===== config.mk =====
export PLATFORM = sky130hd
export DESIGN_NAME = icmp_echo_responder
export DESIGN_NICKNAME = d
export VERILOG_FILES = /design/src/rtl/icmp_er_pkg.sv /design/src/rtl/icmp_er_fifo.sv /design/src/rtl/icmp_er_front.sv /design/src/rtl/icmp_er_back.sv /design/src/rtl/icmp_echo_responder.sv
export SDC_FILE = /design/constraint.sdc
export NUM_CORES = 1
export LEC_CHECK = 0
export BUFFER_PORTS_ARGS = -buffer_cell sky130_fd_sc_hd__buf_4
export CAP_MARGIN = 20
export CELL_PAD_IN_SITES_DETAIL_PLACEMENT = 1
export CELL_PAD_IN_SITES_GLOBAL_PLACEMENT = 1
export CORE_MARGIN = 2
export CORE_UTILIZATION = 54
export CTS_CLUSTER_DIAMETER = 200
export DETAILED_ROUTE_END_ITERATION = 10
export PLACE_DENSITY = 0.86
export SLEW_MARGIN = 20
export SYNTH_ARGS = -nofsm -noshare
export SYNTH_HDL_FRONTEND = slang
export SYNTH_SLANG_ARGS = --single-unit

===== constraint.sdc =====
create_clock -name clk -period 25.7 [get_ports clk]
set_input_delay 1.285 -clock clk [delete_from_list [all_inputs] [get_ports clk]]
set_output_delay 1.285 -clock clk [all_outputs]
set_load 0.05 [all_outputs]

===== src/rtl/icmp_er_pkg.sv =====
// Shared types, codes and checksum helpers for the ICMP echo responder.
package icmp_er_pkg;

  localparam int unsigned HDR_WORDS   = 5;
  localparam int unsigned HDR_IDX_W   = 3;
  localparam int unsigned QUEUE_DEPTH = 8;

  localparam logic [HDR_IDX_W-1:0] HDR_LAST_IDX = 3'd4;

  localparam logic [1:0] MODE_COLLECT = 2'd0;
  localparam logic [1:0] MODE_FORWARD = 2'd1;
  localparam logic [1:0] MODE_DROP    = 2'd2;

  localparam logic [7:0] TTL_RESET         = 8'h40;
  localparam logic [7:0] ALL_BYTES         = 8'hFF;
  localparam logic [7:0] IP_PROTO_ICMP     = 8'h01;
  localparam logic [7:0] ICMP_ECHO_REQUEST = 8'h08;
  localparam logic [7:0] ICMP_ECHO_REPLY   = 8'h00;
  localparam logic [7:0] ICMP_CODE_ECHO    = 8'h00;

  typedef struct packed {
    logic        is_hdr;
    logic [63:0] data;
    logic [7:0]  be;
    logic        last;
  } q_entry_t;

  typedef struct packed {
    logic                           load;
    logic [HDR_WORDS-1:0][63:0]     data;
    logic [HDR_WORDS-1:0][7:0]      be;
  } bank_load_t;

  function automatic logic [15:0] oc_add(input logic [15:0] a, input logic [15:0] b);
    logic [16:0] s;
    logic [16:0] t;
    s = {1'b0, a} + {1'b0, b};
    t = {1'b0, s[15:0]} + {16'd0, s[16]};
    return t[15:0];
  endfunction

  // Incremental checksum update: HC' = ~(~HC + ~m + m').
  function automatic logic [15:0] csum_update(input logic [15:0] hc,
                                              input logic [15:0] old_w,
                                              input logic [15:0] new_w);
    logic [15:0] x;
    x = oc_add(~hc, ~old_w);
    x = oc_add(x, new_w);
    return ~x;
  endfunction

endpackage


===== src/rtl/icmp_er_fifo.sv =====
// Small register queue between the classifying front and the output back end.
module icmp_er_fifo import icmp_er_pkg::*; #(
  parameter int unsigned Depth = QUEUE_DEPTH
) (
  input  logic     clk,
  input  logic     rst,
  input  logic     push,
  input  q_entry_t push_entry,
  output logic     full,
  input  logic     pop,
  output q_entry_t head,
  output logic     empty
);

  localparam int unsigned PtrW = $clog2(Depth);
  localparam int unsigned CntW = $clog2(Depth + 1);
  localparam logic [PtrW-1:0] PtrLast = PtrW'(Depth - 1);
  localparam logic [CntW-1:0] CntFull = CntW'(Depth);

  q_entry_t        mem [Depth];
  logic [PtrW-1:0] wr_ptr;
  logic [PtrW-1:0] rd_ptr;
  logic [CntW-1:0] count;

  assign full  = (count == CntFull);
  assign empty = (count == '0);
  assign head  = mem[rd_ptr];

  always_ff @(posedge clk) begin
    if (push) begin
      mem[wr_ptr] <= push_entry;
    end
  end

  always_ff @(posedge clk) begin
    if (rst) begin
      wr_ptr <= '0;
      rd_ptr <= '0;
      count  <= '0;
    end else begin
      if (push) begin
        wr_ptr <= (wr_ptr == PtrLast) ? '0 : wr_ptr + 1'b1;
      end
      if (pop) begin
        rd_ptr <= (rd_ptr == PtrLast) ? '0 : rd_ptr + 1'b1;
      end
      if (push && !pop) begin
        count <= count + 1'b1;
      end else if (pop && !push) begin
        count <= count - 1'b1;
      end
    end
  end

endmodule


===== src/rtl/icmp_er_front.sv =====
// Front end: takes frame words, holds the header and builds the echo reply header.
module icmp_er_front import icmp_er_pkg::*; (
  input  logic        clk,
  input  logic        rst,
  input  logic        frame_valid,
  output logic        frame_stall,
  input  logic [63:0] frame_data,
  input  logic [7:0]  byte_enable,
  input  logic        last_word,
  input  logic        cfg_valid,
  output logic        cfg_ready,
  input  logic [7:0]  reply_ttl,
  output logic        q_push,
  output q_entry_t    q_entry,
  input  logic        q_full,
  output bank_load_t  bank_load,
  input  logic        bank_busy
);

  logic [1:0]           mode;
  logic [1:0]           mode_next;
  logic [HDR_IDX_W-1:0] pos;
  logic [HDR_IDX_W-1:0] pos_next;
  logic [HDR_IDX_W-1:0] pos_eff;
  logic [63:0]          hdr_words [4];
  logic [7:0]           hdr_be1;
  logic [7:0]           hdr_be2;
  logic [7:0]           ttl;
  logic                 collecting;
  logic                 hdr_done;
  logic                 accept;
  logic                 is_echo;

  assign cfg_ready  = 1'b1;
  assign pos_eff    = (pos > HDR_LAST_IDX) ? '0 : pos;
  assign collecting = (mode != MODE_FORWARD) && (mode != MODE_DROP);
  assign hdr_done   = collecting && (pos_eff == HDR_LAST_IDX);

  // The fifth header word needs the reply bank free and a queue slot.
  assign frame_stall = ((mode == MODE_FORWARD) && q_full) ||
                       (hdr_done && (bank_busy || q_full));
  assign accept = frame_valid && !frame_stall;

  assign is_echo = (hdr_words[2][63:56] == IP_PROTO_ICMP) &&
                   (frame_data[23:16] == ICMP_ECHO_REQUEST) &&
                   (frame_data[31:24] == ICMP_CODE_ECHO);

  // Reply header words, built from the held words and the fifth word.
  always_comb begin
    logic [63:0] w0, w1, w2, w3, w4;
    logic [15:0] ip_old, ip_new, ic_old, ic_new, ipc, icc;
    w0 = hdr_words[0];
    w1 = hdr_words[1];
    w2 = hdr_words[2];
    w3 = hdr_words[3];
    w4 = frame_data;
    ip_old = w2[63:48];
    ip_new = {ip_old[15:8], ttl};
    ipc    = csum_update(w3[15:0], ip_old, ip_new);
    ic_old = w4[31:16];
    ic_new = {ic_old[15:8], ICMP_ECHO_REPLY};
    icc    = csum_update(w4[47:32], ic_old, ic_new);

    bank_load.load    = 1'b0;
    bank_load.data[0] = {w0[15:0], w1[31:0], w0[63:48]};
    bank_load.data[1] = {w1[63:32], w0[47:16]};
    bank_load.data[2] = {ip_new, w2[47:0]};
    bank_load.data[3] = {w3[31:16], w4[15:0], w3[63:48], ipc};
    bank_load.data[4] = {w4[63:48], icc, ic_new, w3[47:32]};
    bank_load.be[0]   = ALL_BYTES;
    bank_load.be[1]   = hdr_be1;
    bank_load.be[2]   = hdr_be2;
    bank_load.be[3]   = ALL_BYTES;
    bank_load.be[4]   = byte_enable;

    mode_next      = mode;
    pos_next       = pos;
    q_push         = 1'b0;
    q_entry.is_hdr = 1'b0;
    q_entry.data   = frame_data;
    q_entry.be     = byte_enable;
    q_entry.last   = last_word;

    if (accept) begin
      unique case (mode)
        MODE_FORWARD: begin
          q_push = 1'b1;
          if (last_word) begin
            mode_next = MODE_COLLECT;
          end
        end
        MODE_DROP: begin
          if (last_word) begin
            mode_next = MODE_COLLECT;
          end
        end
        default: begin
          mode_next = MODE_COLLECT;
          if (last_word) begin
            // A frame that ends inside the header is dropped.
            pos_next = '0;
          end else if (pos_eff != HDR_LAST_IDX) begin
            pos_next = pos_eff + 1'b1;
          end else begin
            pos_next = '0;
            if (is_echo) begin
              bank_load.load = 1'b1;
              q_push         = 1'b1;
              q_entry.is_hdr = 1'b1;
              mode_next      = MODE_FORWARD;
            end else begin
              mode_next = MODE_DROP;
            end
          end
        end
      endcase
    end
  end

  always_ff @(posedge clk) begin
    if (accept && collecting && (pos_eff != HDR_LAST_IDX)) begin
      hdr_words[pos_eff[1:0]] <= frame_data;
      if (pos_eff == 3'd1) begin
        hdr_be1 <= byte_enable;
      end
      if (pos_eff == 3'd2) begin
        hdr_be2 <= byte_enable;
      end
    end
  end

  always_ff @(posedge clk) begin
    if (rst) begin
      mode <= MODE_COLLECT;
      pos  <= '0;
      ttl  <= TTL_RESET;
    end else begin
      mode <= mode_next;
      pos  <= pos_next;
      if (cfg_valid && cfg_ready) begin
        ttl <= reply_ttl;
      end
    end
  end

endmodule


===== src/rtl/icmp_er_back.sv =====
// Back end: holds the reply header bank and drives the output register.
module icmp_er_back import icmp_er_pkg::*; (
  input  logic        clk,
  input  logic        rst,
  input  bank_load_t  bank_load,
  output logic        bank_busy,
  input  q_entry_t    q_head,
  input  logic        q_empty,
  output logic        q_pop,
  output logic        reply_valid,
  input  logic        reply_stall,
  output logic [63:0] reply_data,
  output logic [7:0]  reply_byte_enable,
  output logic        reply_last
);

  logic [63:0]          bank_data [HDR_WORDS];
  logic [7:0]           bank_be   [HDR_WORDS];
  logic                 hdr_active;
  logic [HDR_IDX_W-1:0] hdr_cnt;
  logic                 adv;

  assign adv   = !reply_valid || !reply_stall;
  assign q_pop = adv && !hdr_active && !q_empty;

  always_ff @(posedge clk) begin
    if (bank_load.load) begin
      for (int i = 0; i < HDR_WORDS; i++) begin
        bank_data[i] <= bank_load.data[i];
        bank_be[i]   <= bank_load.be[i];
      end
    end
  end

  // A header marker emits bank word 0 at once; words 1 to 4 follow.
  always_ff @(posedge clk) begin
    if (adv) begin
      if (hdr_active) begin
        reply_data        <= bank_data[hdr_cnt];
        reply_byte_enable <= bank_be[hdr_cnt];
        reply_last        <= 1'b0;
      end else if (q_head.is_hdr) begin
        reply_data        <= bank_data[0];
        reply_byte_enable <= bank_be[0];
        reply_last        <= 1'b0;
      end else begin
        reply_data        <= q_head.data;
        reply_byte_enable <= q_head.be;
        reply_last        <= q_head.last;
      end
    end
  end

  always_ff @(posedge clk) begin
    if (rst) begin
      reply_valid <= 1'b0;
      hdr_active  <= 1'b0;
      hdr_cnt     <= '0;
      bank_busy   <= 1'b0;
    end else begin
      if (bank_load.load) begin
        bank_busy <= 1'b1;
      end
      if (adv) begin
        if (hdr_active) begin
          reply_valid <= 1'b1;
          if (hdr_cnt == HDR_LAST_IDX) begin
            hdr_active <= 1'b0;
            hdr_cnt    <= '0;
            bank_busy  <= 1'b0;
          end else begin
            hdr_cnt <= hdr_cnt + 1'b1;
          end
        end else if (!q_empty) begin
          reply_valid <= 1'b1;
          if (q_head.is_hdr) begin
            hdr_active <= 1'b1;
            hdr_cnt    <= 3'd1;
          end
        end else begin
          reply_valid <= 1'b0;
        end
      end
    end
  end

endmodule


===== src/rtl/icmp_echo_responder.sv =====
// Top level of the ICMP echo responder: front end, queue and back end.
//
//   channel   direction  handshake              carries
//   frame     in         frame_valid/stall      frame_data, byte_enable, last_word
//   reply     out        reply_valid/stall      reply_data, reply_byte_enable, reply_last
//   cfg       in         cfg_valid/cfg_ready    reply_ttl
//
// One frame word is taken per cycle unless the input stalls; the first four header
// words are held. The fifth word of an echo request loads the reply header into a bank,
// which leaves one word per cycle unless the output stalls. Later words follow through
// the queue. Reset is synchronous; it resets the frame mode and TTL and clears the
// queue and output valid. Input stalls on a forwarded or fifth header word while the
// queue is full, or on a fifth header word while the last reply header is unsent.
module icmp_echo_responder import icmp_er_pkg::*; #(
  parameter int unsigned QueueDepth = QUEUE_DEPTH
) (
  input  logic        clk,
  input  logic        rst,
  input  logic        frame_valid,
  output logic        frame_stall,
  input  logic [63:0] frame_data,
  input  logic [7:0]  byte_enable,
  input  logic        last_word,
  output logic        reply_valid,
  input  logic        reply_stall,
  output logic [63:0] reply_data,
  output logic [7:0]  reply_byte_enable,
  output logic        reply_last,
  input  logic        cfg_valid,
  output logic        cfg_ready,
  input  logic [7:0]  reply_ttl
);

  logic       q_push;
  q_entry_t   q_entry;
  logic       q_full;
  logic       q_pop;
  q_entry_t   q_head;
  logic       q_empty;
  bank_load_t bank_load;
  logic       bank_busy;

  icmp_er_front u_front (
    .clk         (clk),
    .rst         (rst),
    .frame_valid (frame_valid),
    .frame_stall (frame_stall),
    .frame_data  (frame_data),
    .byte_enable (byte_enable),
    .last_word   (last_word),
    .cfg_valid   (cfg_valid),
    .cfg_ready   (cfg_ready),
    .reply_ttl   (reply_ttl),
    .q_push      (q_push),
    .q_entry     (q_entry),
    .q_full      (q_full),
    .bank_load   (bank_load),
    .bank_busy   (bank_busy)
  );

  icmp_er_fifo #(
    .Depth (QueueDepth)
  ) u_fifo (
    .clk        (clk),
    .rst        (rst),
    .push       (q_push),
    .push_entry (q_entry),
    .full       (q_full),
    .pop        (q_pop),
    .head       (q_head),
    .empty      (q_empty)
  );

  icmp_er_back u_back (
    .clk               (clk),
    .rst               (rst),
    .bank_load         (bank_load),
    .bank_busy         (bank_busy),
    .q_head            (q_head),
    .q_empty           (q_empty),
    .q_pop             (q_pop),
    .reply_valid       (reply_valid),
    .reply_stall       (reply_stall),
    .reply_data        (reply_data),
    .reply_byte_enable (reply_byte_enable),
    .reply_last        (reply_last)
  );

endmodule


Word-level counts from Yosys, hierarchy flattened
Memories as Yosys holds them, arrays and structs flattened. A register that Yosys moved wholly into a read port is not among the register bits.
Cells that the tools add are included.
{"block": "word_totals", "ff_bits": 118, "ram_bits": 1208, "in_bits": 86, "mem_count": 4}
{"block": "classes", "add_sub_neg": 14, "magnitude_cmp": 1, "n_eq_ne": 16, "mux": 49, "bitwise_logic": 7, "reduce_logical": 34}
{"name": "u_fifo.mem", "depth": 8, "word_bits": 74, "rd": 1, "rd_ports_with_merged_regs": 1, "write_ports": 1, "line": "icmp_er_fifo.sv:20", "source": "q_entry_t mem [Depth];"}
{"name": "u_back.bank_data", "depth": 5, "word_bits": 64, "rd": 2, "rd_ports_with_merged_regs": 1, "write_ports": 5, "line": "icmp_er_back.sv:17", "source": "logic [63:0] bank_data [HDR_WORDS];"}
{"name": "u_front.hdr_words", "depth": 4, "word_bits": 64, "rd": 4, "rd_ports_with_merged_regs": 0, "write_ports": 1, "line": "icmp_er_front.sv:25", "source": "logic [63:0] hdr_words [4];"}
{"name": "u_back.bank_be", "depth": 5, "word_bits": 8, "rd": 2, "rd_ports_with_merged_regs": 1, "write_ports": 5, "line": "icmp_er_back.sv:18", "source": "logic [7:0] bank_be [HDR_WORDS];"}
{"op": "$mux 64", "n": 2}
{"op": "$not 16->16", "n": 6}
{"op": "$add 16x16->17", "n": 4}
{"op": "$add 16x1->16", "n": 4}
{"op": "$mux 3", "n": 15}
{"op": "$mux 1", "n": 22}
{"op": "$mux 8", "n": 2}
{"op": "$logic_and 1x1->1", "n": 13}
{"op": "$add 3x1->3 const B", "n": 4}
{"op": "$eq 3x3->1 const B", "n": 4}
{"op": "$mux 2", "n": 5}
{"op": "$eq 8x1->1 const B", "n": 1}
{"op": "$eq 8x4->1 const B", "n": 1}
{"op": "$logic_not 8->1", "n": 1}
{"op": "$mux 4", "n": 2}
{"op": "$reduce_and 2->1", "n": 4}
{"op": "$logic_not 1->1", "n": 7}
{"op": "$add 4x1->4 const B", "n": 1}
{"op": "$eq 4x4->1 const B", "n": 1}
{"op": "$logic_not 4->1", "n": 1}
{"op": "$ne 2x1->1 const B", "n": 2}
{"op": "$ne 2x2->1 const B", "n": 2}
{"op": "$reduce_bool 2->1", "n": 2}
{"op": "$reduce_or 2->1", "n": 2}
{"op": "11 further kinds", "n": 13}

Logic depth before layout (Yosys ltp)
{"block": "depth", "word_depth": 13, "depth_mapped": 37, "mapped_depth_nobuf": 36}

By module
From an unflattened synthesis, not the netlist that was laid out.
{"block": "hier_totals", "cells_unflattened": 3017, "area_unflattened_um2": 55155.4}
{"module": "icmp_er_fifo", "n_inst": 1, "cells_per_inst": 930, "area_each_um2": 22850.7}
{"module": "icmp_er_back", "n_inst": 1, "cells_per_inst": 885, "area_each_um2": 17411.7}
{"module": "icmp_er_front", "n_inst": 1, "cells_per_inst": 1202, "area_each_um2": 14893.0}

Worst setup path after synthesis
OpenSTA, ideal clock, no wires.
{"block": "synth_timing", "path_type": "input-to-reg", "startpoint": "input port frame_data[19]", "endpoint": "memory u_fifo.mem[0][73] (netlist name) (data pin)", "setup_time_ns": 3.214, "arrival_time_ns": 16.984, "t_required_ns": 22.486, "setup_slack_ns": 5.502, "path_stages": 5, "n_path_buf": 0, "path_cell_list": "inv_1 > nor4_1 > nand4_1 > nor4_1 > nor2b_1"}
{"element": "start: declaration", "line": "icmp_echo_responder.sv:21", "source": "input logic [63:0] frame_data,"}
{"element": "end: declaration", "line": "icmp_er_fifo.sv:20"}

==> flow_metrics.env <==
export IMPL_fp_dieH_um=313
export IMPL_drtIter0Drc=3228
export IMPL_yosysWarnings=0
export IMPL_worst_pin_slew_ns=1.17
export IMPL_finalCritPeriodShare_pct=30.7
export IMPL_synth_edf_count=1273
export IMPL_tritoncts="yes"
export IMPL_wl_per_cell_um=33.4
export IMPL_grt_first_pass_wirelength_mm=210
export IMPL_ir_drop_v=0.0000675
export IMPL_cts_repair_resized=0
export IMPL_dpl_hpwl_mm=85.8
export IMPL_worstPathMaxFanout=6
export IMPL_arrival_ns=8.38
export IMPL_hold_buffers=0
export IMPL_intPower_w=0.00382
export IMPL_swShare_pct=28.3
export IMPL_synthDistinctLibCells=71
export IMPL_finalSetupTns_ns=0
export IMPL_cts_buffer_depth=3
export IMPL_max_cap_violations=0
export IMPL_ys_ff_latch=1308
export IMPL_syn_area_sq_um=51700
export IMPL_finalHoldViolations=0
export IMPL_pre_cts_ws_ns=17.38
export IMPL_p_seq_share_pct=47.0
export IMPL_synth_ff_type="edfxtp_1"
export IMPL_grt_overflow=0
export IMPL_antenna_found_initial=8
export IMPL_p_sw_w=0.00151
export IMPL_first_pass_iters=6
export IMPL_synthArstFlopShare_pct=0
export IMPL_rows=113
export IMPL_grt_usage_pct=30.1
export IMPL_grt_pass1_vias=30200
export IMPL_vias=28000
export IMPL_critical_path_class="register to register"
export IMPL_wirelength_mm=146
export IMPL_finalClockSkew_ns=0.0336
export IMPL_clkTransAtPathRegs_ns=0.07
export IMPL_die_area_sq_um=98200
export IMPL_initial_core_util_pct=54.5
export IMPL_core_sq_um=94900
export IMPL_area_growth_pct=13.6
export IMPL_portBuffers=160
export IMPL_postRouteAntennaNets=0
export IMPL_fin_nets=3177
export IMPL_power_frac_comb_pct=17.4
export IMPL_maxSlewHeadroom_pct=22.3
export IMPL_cts_sinks=1308
export IMPL_ios=162
export IMPL_status="complete, no violations"
export IMPL_vias_per_cell=6.41
export IMPL_leakagePower_nw=19.3
export IMPL_p_per_area_nw_per_um2=90.8
export IMPL_route_detailed_drc=0
export IMPL_htreeDepth=4
export IMPL_grt_max_degree=77
export IMPL_root_buffer="clkbuf_16"
export IMPL_clk_latency_ns=0.77
export IMPL_cpPeakStageDelay_ns=0.60
export IMPL_fin_ws_ns=17.81
export IMPL_cts_made_buffers=133
export IMPL_rsz0062_at_grt="false"
export IMPL_die_w_um=313
export IMPL_crit_slowest_cell="nor4b_2"
export IMPL_crit_path_end_kind="register"
export IMPL_final_util_pct=61.9
export IMPL_fin_crit_ns=7.89
export IMPL_post_cts_buffers=0
export IMPL_pwr_share_clk_pct=35.7
export IMPL_synthesis_nets=2950
export IMPL_syn_avg_cell_area_sq_um=18.6
export IMPL_synthCells=2780
export IMPL_place_congestion=0.877
export IMPL_placed_area_sq_um=54500
export IMPL_drive_gt1_share_pct=20.5
export IMPL_yosysSeqAreaShare_pct=75.3
export IMPL_hold_class="register to register"
export IMPL_fmax_mhz=127
export IMPL_setup_viol=0
export IMPL_finalMaxSlewViolations=0
export IMPL_worstPathRequired_ns=26.19
export IMPL_final_area_sq_um=58700
export IMPL_startpoint_type="register"
## power groups by stage
stage	Sequential [W]	Clock (W)	Combinational, W
finish	0.00250	0.00190	0.000927
global route	0.00251	0.00198	0.000976
CTS	0.00251	0.00192	0.000933
detailed placement	0.00255	0	0.000913
global placement	0.00254	0	0.000877
floorplan	0.00274	0	0.000418
## metrics by stage
step / power (W) / hold WS [ns] / cells
6_report: 0.00533 / 0.404 / 4370
3_5_place_dp: 0.00346 / 0.405 / 4137
3_3_place_gp: 0.00342 / 0.400 / 4137
5_1_grt: 0.00547 / 0.415 / 4370
4_1_cts: 0.00536 / 0.404 / 4369
2_1_floorplan: 0.00315 / 0.400 / 2780
## cells in the mapped netlist (5+ instances only)
master	count	share of area (%)
nor4_1	14	0.17
buf_1	27	0.20
nor3_1	23	0.22
xnor2_1	61	1.0
inv_1	112	0.81
mux4_2	212	9.2
o211ai_1	7	0.10
a21oi_1	178	1.7
a21o_1	22	0.32
and3_1	9	0.11
nand3_1	16	0.15
xor2_1	37	0.63
ha_1	79	1.9
o21a_1	7	0.10
o21bai_1	9	0.13
o22ai_1	17	0.21
edfxtp_1	1273	74
nor2b_1	13	0.16
fa_1	5	0.19
nand2_1	65	0.47
nand2b_1	20	0.24
o21ai_0	35	0.34
dfxtp_1	35	1.4
nor3b_1	13	0.19
buf_2	16	0.15
nor2_1	196	1.4
clkbuf_1	66	0.48
mux2i_1	141	2.7
## worst max-delay path, delay by kind of cell (launching register included)
kind / cells / cell delay (ns)
and+or+nand+nor: 16 / 3.50
adders and majority gates: 5 / 1.34
buffers and inverters: 3 / 0.26
xor gates and xnor gates: 2 / 0.34
AOI/OAI and AO/OA: 8 / 1.75
DFF: 1 / 0.39
## placed cells by master (no fill, tap or decap), types with 22 or more instances in the layout
cell          n
a21o_1       22
a21oi_1     178
buf_4       202
clkbuf_1     35
clkbuf_16   133
dfxtp_1      28
edfxtp_1   1273
ha_1         79
inv_1       112
mux2i_1     140
mux4_2      212
nand2_1      64
nor2_1      190
o21ai_0      35
xnor2_1      61
xor2_1       37
## routing by layer
layer / up-vias / global-route usage (%) / share of wire, %
met5: - / 0 / 0.036
met4: 6 / 14.5 / 4.7
met3: 382 / 4.84 / 7.1
met2: 1527 / 52.0 / 52
met1: 14700 / 37.3 / 36
li1: 11400 / - / -
## sequential cells by signal (all words and copies together), names as in the netlist, 4 cells and up, named ones only
signal	cells
u_back.bank_be	24
u_back.bank_data	312
u_back.reply_byte_enable	8
u_back.reply_data	64
u_fifo.count	4
u_fifo.mem	592
u_front.hdr_be1	8
u_front.hdr_be2	8
u_front.hdr_words	256
u_front.ttl	8
## final timing paths
| kind | start | endpoint | slack [ns] | depth (start not counted) |
|---|---|---|---|---|
| setup / recovery | u_front.hdr_words[3][0] | u_back.bank_data[3][12] | 17.81 | 34 |
| hold / removal | u_front.hdr_words[2][5] | u_back.bank_data[2][5] | 0.40 | 0 |
| setup reg to reg | u_front.hdr_words[3][0] | u_back.bank_data[3][12] | 17.81 | 34 |
| hold reg to reg | u_front.hdr_words[2][5] | u_back.bank_data[2][5] | 0.40 | 0 |
## cell families (layout without fill, tap and decap cells)
group                      after synthesis  after routing  synth area share (%)
adders and majority gates               84             84                  2.11
and+or+nand+nor                        395            395                  3.61
DFF                                   1308           1308                  75.3
buffers and inverters                  222            546                  1.66
xor gates and xnor gates                98             98                  1.66
other                                    1              2               0.00726
AOI/OAI and AO/OA                      319            319                  3.67
muxes                                  353            353                  12.0
## final cells by class
class                   count  area (sq um)
flip-flops and latches   1308         39000
well taps                1265          1580
diodes                      1          2.50
multi-input cells        1250         12000
inverters                 112           420
clock inverters            64           764
fillers                  8102         36200
repair buffers            202          1520
clock buffers             168          3460
Power figures use the tool's default switching activity.
